`src/rtl/core/crtp_pkg.sv`:
```
// ----------------------------------------------------------------------------
// crtp_pkg
// Shared types, codes and keyword tables of the crawler rules text parser.
// ----------------------------------------------------------------------------
`default_nettype none

package crtp_pkg;

	localparam int MAX_AGENT_LEN_DEF = 16;
	localparam int NAME_BYTES = 16;
	localparam int CFG_DATA_W = 64;
	localparam int CFG_INDEX_W = 2;
	localparam int LEN_W = 5;

	// Configuration register indexes
	localparam logic [CFG_INDEX_W-1:0] REG_NAME_LOW = 2'd0;
	localparam logic [CFG_INDEX_W-1:0] REG_NAME_HIGH = 2'd1;
	localparam logic [CFG_INDEX_W-1:0] REG_NAME_LENGTH = 2'd2;

	// Character codes
	localparam logic [7:0] CH_TAB = 8'h09;
	localparam logic [7:0] CH_LF = 8'h0a;
	localparam logic [7:0] CH_CR = 8'h0d;
	localparam logic [7:0] CH_SPACE = 8'h20;
	localparam logic [7:0] CH_HASH = 8'h23;
	localparam logic [7:0] CH_STAR = 8'h2a;
	localparam logic [7:0] CH_NUL = 8'h00;

	typedef enum logic [2:0] {
		KW_AGENT    = 3'd0,
		KW_DISALLOW = 3'd1,
		KW_ALLOW    = 3'd2,
		KW_SITEMAP  = 3'd3,
		KW_DELAY    = 3'd4
	} kw_t;

	typedef enum logic [1:0] {
		KIND_DISALLOW = 2'd0,
		KIND_ALLOW    = 2'd1,
		KIND_DELAY    = 2'd2
	} kind_t;

	typedef enum logic [5:0] {
		PH_LINE_START = 6'b000001,
		PH_KEYWORD    = 6'b000010,
		PH_SKIP_LINE  = 6'b000100,
		PH_PARAM_WS   = 6'b001000,
		PH_AGENT      = 6'b010000,
		PH_VALUE      = 6'b100000
	} phase_t;

	typedef struct packed {
		logic [8*NAME_BYTES-1:0] name;
		logic [LEN_W-1:0]        length;
	} cfg_t;

	typedef struct packed {
		logic       valid;
		kind_t      kind;
		logic [7:0] data;
		logic       byte_valid;
		logic       value_end;
	} result_t;

	function automatic logic [7:0] to_lower(logic [7:0] c);
		logic [7:0] r;
		r = c;
		if (c inside {[8'h41:8'h5a]}) begin
			r = c + 8'd32;
		end
		return r;
	endfunction

	function automatic logic [3:0] kw_len(kw_t k);
		logic [3:0] n;
		case (k)
			KW_AGENT: n = 4'd11;
			KW_DISALLOW: n = 4'd9;
			KW_ALLOW: n = 4'd6;
			KW_SITEMAP: n = 4'd8;
			KW_DELAY: n = 4'd12;
			default: n = 4'd0;
		endcase
		return n;
	endfunction

	// Lower-case keyword text, left aligned in twelve characters.
	function automatic logic [7:0] kw_char(kw_t k, logic [3:0] pos);
		logic [95:0] s;
		logic [7:0]  c;
		int          idx;
		case (k)
			KW_AGENT: s = "user-agent: ";
			KW_DISALLOW: s = "disallow:   ";
			KW_ALLOW: s = "allow:      ";
			KW_SITEMAP: s = "sitemap:    ";
			KW_DELAY: s = "crawl-delay:";
			default: s = '0;
		endcase
		idx = 11 - int'(pos);
		c = 8'h00;
		if (pos < 4'd12) begin
			c = s[8*idx +: 8];
		end
		return c;
	endfunction

endpackage

`default_nettype wire

```
`src/rtl/core/crtp_cfg_regs.sv`:
```
// ----------------------------------------------------------------------------
// crtp_cfg_regs
// Write-only register file that holds the crawler agent name and its length.
// ----------------------------------------------------------------------------
`default_nettype none

module crtp_cfg_regs
	import crtp_pkg::*;
(
	input  wire logic                   clk,
	input  wire logic                   arst_n,
	input  wire logic                   cfg_we,
	input  wire logic [CFG_INDEX_W-1:0] cfg_index,
	input  wire logic [CFG_DATA_W-1:0]  cfg_wdata,
	output cfg_t                        cfg
);

	logic [CFG_DATA_W-1:0] name_low_q;
	logic [CFG_DATA_W-1:0] name_high_q;
	logic [LEN_W-1:0]      name_length_q;

	always_ff @(posedge clk or negedge arst_n) begin
		if (!arst_n) begin
			name_low_q <= '0;
			name_high_q <= '0;
			name_length_q <= '0;
		end else if (cfg_we) begin
			case (cfg_index)
				REG_NAME_LOW: name_low_q <= cfg_wdata;
				REG_NAME_HIGH: name_high_q <= cfg_wdata;
				REG_NAME_LENGTH: name_length_q <= cfg_wdata[LEN_W-1:0];
				default: ;
			endcase
		end
	end

	assign cfg.name = {name_high_q, name_low_q};
	assign cfg.length = name_length_q;

endmodule

`default_nettype wire

```
`src/rtl/core/crtp_parser.sv`:
```
// ----------------------------------------------------------------------------
// crtp_parser
// Line phase, keyword and agent state, updated once for every text byte.
// ----------------------------------------------------------------------------
`default_nettype none

module crtp_parser
	import crtp_pkg::*;
#(
	parameter int MAX_AGENT_LEN = MAX_AGENT_LEN_DEF
) (
	input  wire logic       clk,
	input  wire logic       arst_n,
	input  wire cfg_t       cfg,
	input  wire logic       in_take,
	input  wire logic [7:0] in_byte,
	input  wire logic       in_eot,
	output result_t         res
);

	localparam int AP_W = $clog2(MAX_AGENT_LEN + 1);
	localparam logic [LEN_W-1:0] MAX_LEN = LEN_W'(MAX_AGENT_LEN);

	phase_t          phase_q, phase_n;
	kw_t             cand_q, cand_n;
	logic [3:0]      kpos_q, kpos_n;
	logic            accept_q, accept_n;
	logic [AP_W-1:0] apos_q, apos_n;
	logic            amatch_q, amatch_n;
	logic            astar_q, astar_n;

	logic [AP_W-1:0] name_len;
	logic [7:0]      lc;
	logic [7:0]      name_ch;
	logic            streamed;
	logic            open_line;
	logic            blank;
	kind_t           kind;

	assign name_len = (cfg.length > MAX_LEN) ? AP_W'(MAX_AGENT_LEN) : AP_W'(cfg.length);
	assign lc = to_lower(in_byte);
	assign name_ch = to_lower(cfg.name[8*4'(apos_q) +: 8]);
	assign streamed = (cand_q == KW_DELAY) ||
		(((cand_q == KW_DISALLOW) || (cand_q == KW_ALLOW)) && accept_q);
	assign open_line = (phase_q == PH_PARAM_WS) || (phase_q == PH_AGENT) ||
		(phase_q == PH_VALUE);
	assign blank = (in_byte == CH_SPACE) || (in_byte == CH_TAB);

	always_comb begin
		case (cand_q)
			KW_DISALLOW: kind = KIND_DISALLOW;
			KW_ALLOW: kind = KIND_ALLOW;
			default: kind = KIND_DELAY;
		endcase
	end

	always_comb begin
		phase_n = phase_q;
		cand_n = cand_q;
		kpos_n = kpos_q;
		accept_n = accept_q;
		apos_n = apos_q;
		amatch_n = amatch_q;
		astar_n = astar_q;
		res.valid = 1'b0;
		res.kind = kind;
		res.data = 8'h00;
		res.byte_valid = 1'b0;
		res.value_end = 1'b0;

		if (in_eot || (in_byte == CH_NUL) || (in_byte == CH_CR) || (in_byte == CH_LF) ||
			((in_byte == CH_HASH) && (phase_q != PH_KEYWORD))) begin
			// Closing a line with a complete keyword.
			if (open_line) begin
				if (cand_q == KW_AGENT) begin
					accept_n = astar_q || (amatch_q && (apos_q >= name_len));
				end else if (streamed) begin
					res.valid = 1'b1;
					res.value_end = 1'b1;
				end
			end
			if (in_eot || (in_byte == CH_NUL)) begin
				phase_n = PH_LINE_START;
				cand_n = KW_AGENT;
				kpos_n = '0;
				accept_n = 1'b1;
				apos_n = '0;
				amatch_n = 1'b1;
				astar_n = 1'b0;
			end else if (in_byte == CH_HASH) begin
				phase_n = PH_SKIP_LINE;
			end else begin
				phase_n = PH_LINE_START;
			end
		end else begin
			case (phase_q)
				PH_LINE_START: begin
					if (!blank) begin
						phase_n = PH_SKIP_LINE;
						kpos_n = 4'd1;
						if (lc == kw_char(KW_AGENT, 4'd0)) begin
							cand_n = KW_AGENT;
							phase_n = PH_KEYWORD;
						end else if (lc == kw_char(KW_DISALLOW, 4'd0)) begin
							cand_n = KW_DISALLOW;
							phase_n = PH_KEYWORD;
						end else if (lc == kw_char(KW_ALLOW, 4'd0)) begin
							cand_n = KW_ALLOW;
							phase_n = PH_KEYWORD;
						end else if (lc == kw_char(KW_SITEMAP, 4'd0)) begin
							cand_n = KW_SITEMAP;
							phase_n = PH_KEYWORD;
						end else if (lc == kw_char(KW_DELAY, 4'd0)) begin
							cand_n = KW_DELAY;
							phase_n = PH_KEYWORD;
						end else begin
							kpos_n = kpos_q;
						end
					end
				end
				PH_KEYWORD: begin
					if ((kpos_q >= kw_len(cand_q)) || (lc != kw_char(cand_q, kpos_q))) begin
						phase_n = PH_SKIP_LINE;
					end else begin
						kpos_n = kpos_q + 4'd1;
						if ((kpos_q + 4'd1) == kw_len(cand_q)) begin
							if (cand_q == KW_SITEMAP) begin
								phase_n = PH_SKIP_LINE;
							end else begin
								phase_n = PH_PARAM_WS;
								apos_n = '0;
								amatch_n = 1'b1;
								astar_n = 1'b0;
							end
						end
					end
				end
				PH_PARAM_WS: begin
					if (!blank) begin
						if (cand_q == KW_AGENT) begin
							astar_n = (in_byte == CH_STAR);
							phase_n = PH_AGENT;
							if (apos_q < name_len) begin
								amatch_n = amatch_q && (lc == name_ch);
								apos_n = apos_q + AP_W'(1);
							end
						end else begin
							phase_n = PH_VALUE;
							res.valid = streamed;
							res.data = in_byte;
							res.byte_valid = 1'b1;
						end
					end
				end
				PH_AGENT: begin
					if (apos_q < name_len) begin
						amatch_n = amatch_q && (lc == name_ch);
						apos_n = apos_q + AP_W'(1);
					end
				end
				PH_VALUE: begin
					res.valid = streamed;
					res.data = in_byte;
					res.byte_valid = 1'b1;
				end
				default: ;
			endcase
		end
		res.valid = res.valid && in_take;
	end

	always_ff @(posedge clk or negedge arst_n) begin
		if (!arst_n) begin
			phase_q <= PH_LINE_START;
			cand_q <= KW_AGENT;
			kpos_q <= '0;
			accept_q <= 1'b1;
			apos_q <= '0;
			amatch_q <= 1'b1;
			astar_q <= 1'b0;
		end else if (in_take) begin
			phase_q <= phase_n;
			cand_q <= cand_n;
			kpos_q <= kpos_n;
			accept_q <= accept_n;
			apos_q <= apos_n;
			amatch_q <= amatch_n;
			astar_q <= astar_n;
		end
	end

endmodule

`default_nettype wire

```
`src/rtl/core/crtp_out_buf.sv`:
```
// ----------------------------------------------------------------------------
// crtp_out_buf
// Result register with one skid entry between parser and output stream.
// ----------------------------------------------------------------------------
`default_nettype none

module crtp_out_buf
	import crtp_pkg::*;
(
	input  wire logic    clk,
	input  wire logic    arst_n,
	input  wire result_t push,
	output logic         space,
	output result_t      head,
	input  wire logic    pop_ready
);

	logic    out_valid_q;
	result_t out_q;
	logic    skid_valid_q;
	result_t skid_q;
	logic    pop;

	assign pop = out_valid_q && pop_ready;
	assign space = !skid_valid_q;

	always_ff @(posedge clk or negedge arst_n) begin
		if (!arst_n) begin
			out_valid_q <= 1'b0;
			skid_valid_q <= 1'b0;
		end else if (!out_valid_q || pop) begin
			// The skid entry is older than any new result, so it moves up first.
			if (skid_valid_q) begin
				out_valid_q <= 1'b1;
				skid_valid_q <= 1'b0;
			end else begin
				out_valid_q <= push.valid;
			end
		end else if (push.valid) begin
			skid_valid_q <= 1'b1;
		end
	end

	always_ff @(posedge clk) begin
		if (!out_valid_q || pop) begin
			out_q <= skid_valid_q ? skid_q : push;
		end else if (push.valid) begin
			skid_q <= push;
		end
	end

	always_comb begin
		head = out_q;
		head.valid = out_valid_q;
	end

	a_skid_needs_head: assert property (@(posedge clk) disable iff (!arst_n)
		skid_valid_q |-> out_valid_q)
		else $error("skid entry held while result register is empty");

	a_no_push_when_full: assert property (@(posedge clk) disable iff (!arst_n)
		skid_valid_q |-> !push.valid)
		else $error("result pushed while both entries are full");

	a_skid_moves_up: assert property (@(posedge clk) disable iff (!arst_n)
		(pop && skid_valid_q) |=> (out_valid_q && !skid_valid_q))
		else $error("skid entry lost on transfer");

	a_end_has_no_byte: assert property (@(posedge clk) disable iff (!arst_n)
		out_valid_q |-> !(out_q.value_end && out_q.byte_valid))
		else $error("end marker carries a value byte");

endmodule

`default_nettype wire

```
`src/rtl/core/crawler_rules_text_parser_core.sv`:
```
// ----------------------------------------------------------------------------
// crawler_rules_text_parser_core
// Streams rule and crawl-delay value bytes out of a robots rules text.
// ----------------------------------------------------------------------------
// A result is registered in the output buffer, in its skid entry first when the
// result register is stalled. Throughput: one text byte per cycle, set by the
// per-byte update of the line phase and keyword registers; a two-entry result
// buffer drives s_tready from a register and holds the input only once both
// entries are full. Reset clears the parser to line start with the group
// accepted, and clears the agent name registers to zero.
`default_nettype none

module crawler_rules_text_parser_core
	import crtp_pkg::*;
#(
	parameter int MAX_AGENT_LEN = MAX_AGENT_LEN_DEF
) (
	input  wire logic                   clk,
	input  wire logic                   arst_n,
	input  wire logic                   s_tvalid,
	output logic                        s_tready,
	input  wire logic [7:0]             s_tdata,   // text_byte
	input  wire logic                   s_tlast,   // end_of_text
	output logic                        m_tvalid,
	input  wire logic                   m_tready,
	output logic [15:0]                 m_tdata,   // value_byte, byte_valid, zero fill
	output logic [1:0]                  m_tuser,   // value_kind
	output logic                        m_tlast,   // value_end
	input  wire logic                   cfg_we,
	input  wire logic [CFG_INDEX_W-1:0] cfg_index,
	input  wire logic [CFG_DATA_W-1:0]  cfg_wdata
);

	cfg_t    cfg;
	result_t res;
	result_t head;
	logic    space;
	logic    take;

	assign s_tready = space;
	assign take = s_tvalid && space;

	crtp_cfg_regs u_cfg (
		.clk       (clk),
		.arst_n    (arst_n),
		.cfg_we    (cfg_we),
		.cfg_index (cfg_index),
		.cfg_wdata (cfg_wdata),
		.cfg       (cfg)
	);

	crtp_parser #(
		.MAX_AGENT_LEN (MAX_AGENT_LEN)
	) u_parser (
		.clk     (clk),
		.arst_n  (arst_n),
		.cfg     (cfg),
		.in_take (take),
		.in_byte (s_tdata),
		.in_eot  (s_tlast),
		.res     (res)
	);

	crtp_out_buf u_out (
		.clk       (clk),
		.arst_n    (arst_n),
		.push      (res),
		.space     (space),
		.head      (head),
		.pop_ready (m_tready)
	);

	assign m_tvalid = head.valid;
	assign m_tdata = {7'd0, head.byte_valid, head.data};
	assign m_tuser = head.kind;
	assign m_tlast = head.value_end;

endmodule

`default_nettype wire

```
`config.mk`:
```
export PLATFORM = sky130hd
export DESIGN_NAME = crawler_rules_text_parser_core
export DESIGN_NICKNAME = d
export VERILOG_FILES = /design/src/rtl/core/crtp_pkg.sv /design/src/rtl/core/crtp_cfg_regs.sv /design/src/rtl/core/crtp_parser.sv /design/src/rtl/core/crtp_out_buf.sv /design/src/rtl/core/crawler_rules_text_parser_core.sv
export SDC_FILE = /design/constraint.sdc
export NUM_CORES = 1
export LEC_CHECK = 0
export BUFFER_PORTS_ARGS = -buffer_cell sky130_fd_sc_hd__buf_2
export CAP_MARGIN = 20
export CORE_MARGIN = 2
export CORE_UTILIZATION = 60
export CTS_BUF_LIST = sky130_fd_sc_hd__clkbuf_8 sky130_fd_sc_hd__clkbuf_16
export CTS_CLUSTER_DIAMETER = 80
export DETAILED_ROUTE_END_ITERATION = 12
export GPL_TIMING_DRIVEN = 0
export HOLD_SLACK_MARGIN = 0.03
export PLACE_DENSITY_LB_ADDON = 0.2
export SYNTH_ARGS = -nofsm -noshare
export SYNTH_HDL_FRONTEND = slang
export SYNTH_HIERARCHICAL = 1
export SYNTH_SLANG_ARGS = --single-unit
```
`constraint.sdc`:
```
create_clock -name clk -period 3.8 [get_ports clk]
set_clock_uncertainty 0.15 [all_clocks]
set_input_delay 0.38 -clock clk [delete_from_list [all_inputs] [get_ports clk]]
set_output_delay 0.38 -clock clk [all_outputs]
set_load 0.005 [all_outputs]
```
==> results of run 1 <==
## how the worst max path moves through the flow
| stage | slack [ns] | startpoint | cells after the start | endpoint |
|---|---|---|---|---|
| 5_1_grt | 0.005 | u_parser/apos_q[1] | 13 | u_parser/amatch_q |
| 3_5_place_dp | -0.05 | u_parser/kpos_q[2] | 11 | u_parser/apos_q[0] |
| 4_1_cts | 0.004 | u_parser/kpos_q[2] | 11 | u_parser/apos_q[0] |
| 6_report | 0.16 | u_parser/apos_q[1] | 13 | u_parser/amatch_q |
| 3_3_place_gp | -0.14 | arst_n | 1 | u_parser/kpos_q[2] |
| 2_1_floorplan | 0.47 | u_parser/kpos_q[2] | 10 | u_parser/apos_q[0] |
## stage by stage
stage / setup WS (ns) / TNS (ns) / util [%] / area (um2) / hold slack [ns]
floorplan: 0.468 / 0 / - / 10500 / -0.0656
global placement: -0.138 / -19.53 / 65.4 / 11300 / 0.334
detailed placement: -0.0528 / -0.133 / 65.6 / 11300 / 0.257
CTS: 0.00380 / 0 / 69.5 / 12000 / 0.0313
global route: 0.00520 / 0 / 69.9 / 12000 / 0.0317
finish: 0.156 / 0 / 69.9 / 12100 / 0.0431
## sequential cells by signal (all words and copies together), names as in the netlist, 3 cells and up
name and cells:
u_cfg/name_high_q 64, u_cfg/name_low_q 64, u_out/head 12, u_out/skid_q 12
u_parser/phase_q 6, u_cfg/name_length_q 5, u_parser/apos_q 5, u_parser/kpos_q 4
u_parser/cand_q 3
## where the power goes
part / leakage (nW) / internal, mW / switching, mW
Clock: 0.322 / 1.15 / 0.782
Combinational: 2.92 / 0.631 / 0.514
Sequential: 2.15 / 2.23 / 0.180
Total: 5.40 / 4.02 / 1.48
## layout make-up
class,instances,area [um2],share of cell area (%)
clock buffers,19,453,3.76
clock inverters,13,194,1.61
repair buffers,98,537,4.45
plain buffers,56,520,4.32
diodes,1,2.50,0.0208
multi-input cells,579,5360,44.5
well taps,225,282,2.34
inverters,19,71.3,0.592
flip-flops and latches,180,4630,38.4
## layout by cell type, fill, tap and decap left out, drive strengths merged, types with 7 or more instances in the layout
cell / netlist / routed
mux2i: 7 / 7
nand3: 17 / 17
nor2b: 13 / 13
nand2: 48 / 48
xor2: 12 / 12
conb: 1 / 7
dfrtp: 153 / 153
clkbuf: 14 / 33
ha: 15 / 15
buf: 42 / 137
mux4: 33 / 33
edfxtp: 24 / 24
nand4: 8 / 8
a22oi: 14 / 14
nor2: 38 / 38
a21oi: 21 / 21
xnor2: 9 / 9
nand3b: 7 / 7
mux2: 155 / 155
and2: 14 / 14
nand2b: 8 / 8
inv: 17 / 23
nor3: 24 / 24
o21ai: 23 / 23
## cells in the mapped netlist, types with 8 or more instances
master	instances	share of area [%]
buf_12	12	2.3
ha_1	15	1.8
nand2_1	48	1.7
nor2_1	38	1.4
a21oi_1	21	1.0
mux4_2	33	7.1
nand3_1	17	0.81
clkbuf_1	13	0.46
xnor2_1	9	0.75
a22oi_1	14	1.0
and2_1	14	0.83
inv_1	17	0.61
xor2_1	12	1.0
nor3_1	21	1.0
nand2b_1	8	0.48
nor2b_1	13	0.77
edfxtp_1	24	6.9
mux2_2	82	8.8
buf_4	12	0.86
dfrtp_1	153	36
mux2_4	73	10
nand4_1	8	0.48
buf_2	14	0.67
o21ai_0	23	1.1
## routing by layer
metal  global-route usage, %  vias to the layer above
li1                        -                     3349
met4                    9.49                        2
met2                    47.4                      278
met3                    6.64                       45
met1                    40.6                     3746
met5                       0                        -
## repair_timing
item / in CTS / in global routing
endpoints found under the setup margin: 4 / 27
gates resized for setup: 5 / 14
buffers inserted: 0 / 1
hold buffers: 1 / 2
endpoints found under the hold margin: 64 / 2
## cell families after synthesis
family                     count (synthesis)
AOI/OAI and AO/OA                        130
adders and majority gates                 15
and+or+nand+nor                          211
DFF                                      180
xor gates and xnor gates                  21
muxes                                    195
buffers and inverters                     75
other                                      1
==> run summary, run 1 <==
vias in the first global route - 7511
Vias/cell - 6.24
Placed Cells - 1153
Nets - 1046
fraction of layout cells with a size suffix above 1 - 40.0%
FILL cells - 1207
Starting Density - 60.9%
H-tree depth - 4
sequential fraction of the synthesis area - 44.1%
WL met2 - 12400 um
FF+latch count, synth - 180
Max clock buf depth - 2
fin cells - 1190
CP max stage cell - mux4_2
status - complete, no violations
worst path cell trace - buf_2, buf_2, mux4_2, a22oi_1, nand2_1, ha_1, inv_1, a311o_1, mux2i_1, mux2i_1, o31ai_1, o21ai_0, a21oi_1
Max VDD drop - 0.383 mV
Tot Pwr - 5.49 mW
gpl congestion - 0.931
die width - 136 um
Post-Synth XOR/XNOR Area - 1.75%
num ports - 101
RSZ-0062 raised after global routing - false
Final Cycle Share - 95.9%
Synth Area in Adders - 1.79%
total core area - 17200 um2
reg2reg setup slack - 0.16 ns
routed via count - 7420
CP delay by family, top - compound AO/OA/AOI/OAI gates
area grow syn2layout - 14.7%
Worst Path Arrival - 3.85 ns
Syn. warnings - 6
DRT iter0 DRCs - 605
insertion delay to the later sink of the worst-skew pair - 0.42 ns
Hold Path Class - in2reg
final wirelength - 25800 um
max layer used - met5
Post-synth top flop - dfrtp_1
port bufs - 93
total congestion overflow - 0
Overall Global Routing Usage - 29.6%
main combinational cell family by area after synthesis - multiplexers
wire length of the first global-routing pass - 41200 um
Max Clk Rate - 274 MHz
CTS Buf Count - 17
WS Path Type - reg2reg
Root Driver - clkbuf_16
Post-Synth Simple-Gate Area - 10.8%
Startpoint Class - flip-flop
# setup viols final - 0
Pins Over Slew Limit - 0
Slew @ Worst Pin - 0.695 ns
Clock Sinks - 180
ANT nets after route - 0
PwrDens - 456 nW/um2
Initial DRT Pass Iterations - 5
Pleak - 5.40 nW
compound-cell area share of the yosys netlist - 9.18%
TritonCTS clock tree - done
Crit. End Element - flip-flop
launch point of the worst reg-to-reg path - u_parser/apos_q[1]
DP HPWL - 18300 um
final critical-path required period - 3.64 ns
row cnt - 48
Async SR Flop Fraction - 86.7%
Hold Path Stages - 2
Post-Syn Area - 10500 um2
Syn Area/Cell - 12.7 um2
mux cell area share after synthesis - 27.0%
reg2reg path depth - 13
Distinct cells, synth - 81
HP Start - cfg_wdata[56]
M1 wire length - 11100 um
Worst-path clk slew - 0.07 ns
CP peak stage delay - 0.42 ns
Critical R2R Capture - u_parser/amatch_q
Slew HR - 53.7%
Die Area - 18600 um2
EDFF count, synth - 24
CP required - 4.00 ns
Hold Vio Cnt, Final - 0
worst path bufs/invs - 3
met3 WL post-DR - 1670 um
MaxCap Viol Count - 0
Worst Path Max Fanout - 10
DIE HEIGHT - 136 um
worst min-delay path endpoint - u_cfg/name_high_q[56]
initial antenna violation count - 1
largest net degree at the start of global routing - 93
DRC Markers - 0
cells after synthesis - 828
Routed WL per cell - 21.7 um
Note: power is estimated with default switching activity, not from simulation.
==> run 2, diff against run 1 <==
--- a/config.mk
+++ b/config.mk
@@ -8,7 +8,7 @@
 export BUFFER_PORTS_ARGS = -buffer_cell sky130_fd_sc_hd__buf_2
 export CAP_MARGIN = 20
 export CORE_MARGIN = 2
-export CORE_UTILIZATION = 60
+export CORE_UTILIZATION = 45
 export CTS_BUF_LIST = sky130_fd_sc_hd__clkbuf_8 sky130_fd_sc_hd__clkbuf_16
 export CTS_CLUSTER_DIAMETER = 80
 export DETAILED_ROUTE_END_ITERATION = 12
==> run summary, run 2 (synthesized netlist as in run 1, its figures left out) <==
Sequential Power Share - 45.4% (was 44.0%)
Slew HR - 31.1% (was 53.7%)
Max VDD drop - 0.325 mV (was 0.383 mV)
Worst-path clk slew - 0.07 ns (about the same)
most common cell after layout, fill and taps aside - dfrtp_1 (unchanged)
total congestion overflow - 0 (unchanged)
Ant. Diodes - 0 (was 1)
max layer used - met4 (was met5)
# setup viols final - 0 (unchanged)
NetSw - 1.50 mW (was 1.48 mW)
Max Clk Rate - 276 MHz (was 274 MHz)
DRT iter0 DRCs - 427 (was 605)
Routed WL per cell - 20.4 um (was 21.7 um)
commonest cells after routing, fill and taps aside - dfrtp_1, buf_2, mux2_2 (unchanged)
initial antenna violation count - 0 (was 1)
setup TNS - 0 ns (unchanged)
DIE HEIGHT - 157 um (was 136 um)
Clock power frac - 33.0% (was 35.2%)
Initial DRT Pass Iterations - 5 (unchanged)
Startpoint Class - flip-flop (unchanged)
fraction of layout cells with a size suffix above 1 - 39.5% (was 40.0%)
cell-internal power - 3.79 mW (was 4.02 mW)
wire length of the first global-routing pass - 41700 um (was 41200 um)
routed via count - 7375 (was 7420)
Worst Path Arrival - 3.80 ns (was 3.85 ns)
num ports - 101 (unchanged)
Hold Path Class - in2reg (unchanged)
CTS Buf Count - 17 (unchanged)
largest net degree at the start of global routing - 96 (was 93)
RSZ-0062 raised after global routing - true (was false)
WS Path Type - reg2reg (unchanged)
met3 WL post-DR - 1490 um (was 1670 um)
Pins Over Slew Limit - 0 (unchanged)
Vias/cell - 5.72 (was 6.24)
PwrDens - 434 nW/um2 (was 456 nW/um2)
Final Cycle Share - 95.5% (was 95.9%)
WL met2 - 12600 um (was 12400 um)
final critical-path required period - 3.63 ns (was 3.64 ns)
Crit. End Element - flip-flop (unchanged)
Sw Ratio - 28.4% (was 26.9%)
Die Area - 24600 um2 (was 18600 um2)
Hold Vio Cnt, Final - 0 (unchanged)
H-tree depth - 4 (unchanged)
row cnt - 55 (was 48)
Largest regs - u_cfg/name_high_q: 64 flops, u_cfg/name_low_q: 64 flops (unchanged)
CP required - 3.97 ns (was 4.00 ns)
vias in the first global route - 7362 (was 7511)
TritonCTS clock tree - done (unchanged)
port bufs - 93 (unchanged)
Clock Sinks - 180 (unchanged)
area grow syn2layout - 16.2% (was 14.7%)
die width - 157 um (was 136 um)
DP HPWL - 18900 um (was 18300 um)
final wirelength - 26400 um (was 25800 um)
ANT nets after route - 0 (unchanged)
insertion delay to the later sink of the worst-skew pair - 0.43 ns (was 0.42 ns)
status - complete, no violations (unchanged)
Pleak - 5.42 nW (was 5.40 nW)
Nets - 1059 (was 1046)
Starting Density - 46.1% (was 60.9%)
total core area - 22800 um2 (was 17200 um2)
Overall Global Routing Usage - 22.3% (was 29.6%)
Max clock buf depth - 2 (unchanged)
gpl congestion - 0.924 (was 0.931)
Tot Pwr - 5.29 mW (was 5.49 mW)
Worst Path Max Fanout - 10 (unchanged)
Slew @ Worst Pin - 1.03 ns (was 0.695 ns)
Root Driver - clkbuf_16 (unchanged)
DRC Markers - 0 (unchanged)
M1 wire length - 11600 um (was 11100 um)
Comb power frac - 21.6% (was 20.8%)
MaxCap Viol Count - 0 (unchanged)
==> run 2: cell types whose count changed in the layout (fill, tap and decap cells not counted), sizes merged <==
cell / delta
buf: +1
bufinv: -4
clkbuf: +1
clkinv: +2
diode: -1
dlygate4sd3: +12
inv: +1
==> run 2: per-stage QoR <==
stage	worst slack (ns)	hold WS [ns]	util, %	area (um2)	cells
2_1_floorplan	0.468	-0.0656	-	10500	834
3_3_place_gp	-0.310	0.334	50.0	11400	1240
3_5_place_dp	-0.142	0.211	50.1	11400	1241
4_1_cts	0.0395	0.0301	53.4	12200	1287
5_1_grt	-0.0334	0.0330	53.6	12200	1290
6_report	0.171	0.0406	53.6	12200	1290
==> run 2: what timing repair did <==
item	in CTS	in global routing
gates resized for setup	2	15
setup buffers	0	2
endpoints found under the hold margin	76	2
endpoints found under the setup margin	3	15
hold buffers	14	1
==> run 2: power groups by stage <==
stage,registers (mW),logic (mW),clock network [mW]
detailed placement,2.44,1.12,0
finish,2.40,1.14,1.75
floorplan,2.37,0.854,0
CTS,2.40,1.14,1.78
global route,2.45,1.24,1.86
global placement,2.43,1.09,0
==> run 2: path summary, 6_finish.rpt <==
kind	depth (start not counted)	from	slack [ns]	endpoint
max	12	u_parser/kpos_q[2]	0.17	u_parser/apos_q[3]
min	2	cfg_wdata[61]	0.04	u_cfg/name_high_q[61]
max reg2reg	12	u_parser/kpos_q[2]	0.17	u_parser/apos_q[3]
min reg2reg	1	u_cfg/name_low_q[30]	0.35	u_cfg/name_low_q[30]
max in group asynchronous	3	arst_n	2.32	u_cfg/name_high_q[11]
min in group asynchronous	2	arst_n	0.32	u_parser/cand_q[2]
==> run 2: final cells by class <==
cell class	instances	area, um2
Inverter	19	71.3
Fill cell	1971	10600
Timing Repair Buffer	111	668
Buffer	56	514
Multi-Input combinational cell	579	5340
Clock inverter	12	116
Sequential cell	180	4630
Clock buffer	20	467
Tap cell	313	392
==> run 2: worst max-delay path: stages (launching register included) <==
cell,delay [ns]
dfrtp_2,0.48
ha_1,0.26
buf_6,0.15
or4_1,0.53
o32ai_1,0.23
nor2_1,0.06
o2111ai_1,0.25
mux2_2,0.39
nor4_2,0.29
a21bo_2,0.27
buf_4,0.13
nand4_1,0.07
mux2_2,0.27
==> run 2: per-layer routing <==
layer  up-vias  global-route usage [%]
met5         -                       0
met4         0                    7.47
met3        51                    4.21
met2       262                    36.4
met1      3689                    29.9
li1       3373                       -
==> run 3, diff against run 2 <==
--- a/config.mk
+++ b/config.mk
@@ -8,7 +8,7 @@
 export BUFFER_PORTS_ARGS = -buffer_cell sky130_fd_sc_hd__buf_2
 export CAP_MARGIN = 20
 export CORE_MARGIN = 2
-export CORE_UTILIZATION = 45
+export CORE_UTILIZATION = 25
 export CTS_BUF_LIST = sky130_fd_sc_hd__clkbuf_8 sky130_fd_sc_hd__clkbuf_16
 export CTS_CLUSTER_DIAMETER = 80
 export DETAILED_ROUTE_END_ITERATION = 12
@@ -17,5 +17,4 @@
 export PLACE_DENSITY_LB_ADDON = 0.2
 export SYNTH_ARGS = -nofsm -noshare
 export SYNTH_HDL_FRONTEND = slang
-export SYNTH_HIERARCHICAL = 1
 export SYNTH_SLANG_ARGS = --single-unit
==> run summary, run 3 <==
vias in the first global route - 7820 (was 7362)
fraction of layout cells with a size suffix above 1 - 36.7% (was 39.5%)
CP max stage cell - or4_4 (was or4_1)
Final Cycle Share - 95.8% (was 95.5%)
Crit. End Element - flip-flop (unchanged)
Max VDD drop - 0.319 mV (was 0.325 mV)
commonest cells after routing, fill and taps aside - mux2_2, dfrtp_1, buf_2 (was dfrtp_1, buf_2, mux2_2)
Slew HR - 33.3% (was 31.1%)
Distinct cells, synth - 84 (was 81)
Synth top area share - 37.7% (was 36.4%)
gpl congestion - 0.888 (was 0.924)
Max Clk Rate - 275 MHz (was 276 MHz)
Syn Area/Cell - 12.0 um2 (was 12.7 um2)
insertion delay to the later sink of the worst-skew pair - 0.45 ns (was 0.43 ns)
Nets - 1104 (was 1059)
Hold Vio Cnt, Final - 0 (unchanged)
Worst-path clk slew - 0.08 ns (was 0.07 ns)
Starting Density - 25.4% (was 46.1%)
status - complete, no violations (unchanged)
# setup viols final - 0 (unchanged)
PwrDens - 421 nW/um2 (was 434 nW/um2)
wire length of the first global-routing pass - 47300 um (was 41700 um)
num ports - 101 (unchanged)
Async SR Flop Fraction - 86.7% (unchanged)
DIE HEIGHT - 205 um (was 157 um)
DRC Markers - 0 (unchanged)
fin cells - 1548 (was 1290)
worst setup margin - 0.159 ns (was 0.171 ns)
Worst Path Max Fanout - 10 (unchanged)
CP peak stage delay - 0.51 ns (was 0.53 ns)
sequential fraction of the synthesis area - 45.6% (was 44.1%)
Synth area leaders - dfrtp_1, mux2_2, mux4_2 (was dfrtp_1, mux2_4, mux2_2)
CTS Buf Count - 17 (unchanged)
DP HPWL - 22300 um (was 18900 um)
Placed Cells - 1472 (was 1241)
cells after synthesis - 847 (was 828)
worst hold slack - 0.0446 ns (was 0.0406 ns)
EDFF count, synth - 24 (unchanged)
ANT nets after route - 0 (unchanged)
total congestion overflow - 0 (unchanged)
die width - 205 um (was 157 um)
cell with the most instances after synthesis - dfrtp_1 (unchanged)
post-synth top area cell - dfrtp_1 (unchanged)
Post-synth top flop - dfrtp_1 (unchanged)
Pleak - 5.11 nW (was 5.42 nW)
largest net degree at the start of global routing - 99 (was 96)
row cnt - 73 (was 55)
Max clock buf depth - 2 (unchanged)
WS Path Type - reg2reg (unchanged)
top cells by count, synth - dfrtp_1, mux2_2, nor2_1, nand2_1, mux4_2 (was dfrtp_1, mux2_2, mux2_4, nand2_1, nor2_1)
DRT iter0 DRCs - 435 (was 427)
FF+latch count, synth - 180 (unchanged)
port bufs - 92 (was 93)
worst path cell trace - buf_6, buf_6, buf_8, nor2_1, ha_1, nand2b_1, a21o_1, a21o_1, a221o_1, or4_4, o21ai_4, o211ai_4, a221o_1 (was ha_1, buf_6, or4_1, o32ai_1, nor2_1, o2111ai_1, mux2_2, nor4_2, a21bo_2, buf_4, nand4_1, mux2_2)
Pins Over Slew Limit - 0 (unchanged)
TritonCTS clock tree - done (unchanged)
routed via count - 7638 (was 7375)
Hold Path Class - in2reg (unchanged)
final critical-path required period - 3.64 ns (was 3.63 ns)
Routed WL per cell - 19.7 um (was 20.4 um)
Design Area, Final - 12500 um2 (was 12200 um2)
Worst Path Arrival - 3.82 ns (was 3.80 ns)
CP required - 3.98 ns (was 3.97 ns)
Overall Global Routing Usage - 14.9% (was 22.3%)
final core occ - 31.3% (was 53.6%)
Slew @ Worst Pin - 1.00 ns (was 1.03 ns)
post-place setup slack - -0.718 ns (was -0.142 ns)
setup TNS - 0 ns (unchanged)
Placed Area - 11300 um2 (was 11400 um2)
initial antenna violation count - 2 (was 0)
Initial DRT Pass Iterations - 5 (unchanged)
Post-Syn Area - 10100 um2 (was 10500 um2)
Largest regs - u_cfg.name_high_q: 64 flops, u_cfg.name_low_q: 64 flops (was u_cfg/name_high_q: 64 flops, u_cfg/name_low_q: 64 flops)
Vias/cell - 4.93 (was 5.72)
Root Driver - clkbuf_16 (unchanged)
Syn. warnings - 0 (was 6)
Clock Sinks - 180 (unchanged)
Startpoint Class - flip-flop (unchanged)
area grow syn2layout - 23.0% (was 16.2%)
Tot Pwr - 5.26 mW (was 5.29 mW)
MaxCap Viol Count - 0 (unchanged)
Die Area - 42200 um2 (was 24600 um2)
final wirelength - 30500 um (was 26400 um)
total core area - 39900 um2 (was 22800 um2)
H-tree depth - 4 (unchanged)
[run 3: worst paths after layout]
check                           slack, ns  cells after the start              startpoint                endpoint
worst max-delay path                 0.16                     13      u_parser.cand_q[2]      u_parser.apos_q[4]
worst min-delay path                 0.04                      2           cfg_wdata[42]    u_cfg.name_low_q[42]
worst max register to register       0.16                     13      u_parser.cand_q[2]      u_parser.apos_q[4]
worst min register to register       0.35                      1  u_cfg.name_length_q[0]  u_cfg.name_length_q[0]
max in group asynchronous            2.29                      3                  arst_n      u_parser.kpos_q[2]
min in group asynchronous            0.29                      2                  arst_n    u_cfg.name_low_q[49]
[run 3: per-layer routing]
layer	share of wire [%]	vias up	GRT usage [%]	wire, um
met5	0.043	-	0	13
met4	1.2	2	3.31	372
met3	4.6	31	3.34	1420
met2	48	193	24.5	14700
met1	46	3895	19.9	14000
li1	-	3517	-	-
[run 3: area by class of cell]
| type | count | area, um2 |
|---|---|---|
| Antenna cell | 1 | 2.50 |
| Buffer | 58 | 349 |
| Clock buffer | 18 | 439 |
| Clock inverter | 14 | 190 |
| Fill cell | 4091 | 27400 |
| Inverter | 16 | 60.1 |
| Multi-Input combinational cell | 597 | 5200 |
| Sequential cell | 180 | 4630 |
| Tap cell | 525 | 657 |
| Timing Repair Buffer | 139 | 955 |
[run 3: critical path, delay by kind of cell (launching register included)]
kind	cells	cell delay (ns)
AOI/OAI and AO/OA	6	1.52
and+or+nand+nor	3	0.72
buffers and inverters	3	0.47
DFF	1	0.36
adders and majority gates	1	0.30
[run 3: what timing repair did]
action,CTS,global route
endpoints found under the hold margin,140,0
setup endpoints to repair,12,15
pin swaps,0,4
resized for setup,11,19
hold buffers,43,0
setup buffers,0,2
[run 3: kinds of logic (layout without fill, tap and decap cells)]
kind of cell,after synthesis,in the layout,synth area share (%)
xor gates and xnor gates,18,18,1.55
buffers and inverters,76,245,3.75
DFF,180,180,45.6
muxes,190,190,24.7
and+or+nand+nor,214,214,11.4
adders and majority gates,15,15,1.85
other,1,8,0.0369
AOI/OAI and AO/OA,153,153,11.1
[run 3: report_power, final]
group / switching [mW] / total, mW / internal (mW)
logic: 0.438 / 0.968 / 0.530
clock network: 0.875 / 1.90 / 1.02
registers: 0.154 / 2.39 / 2.23
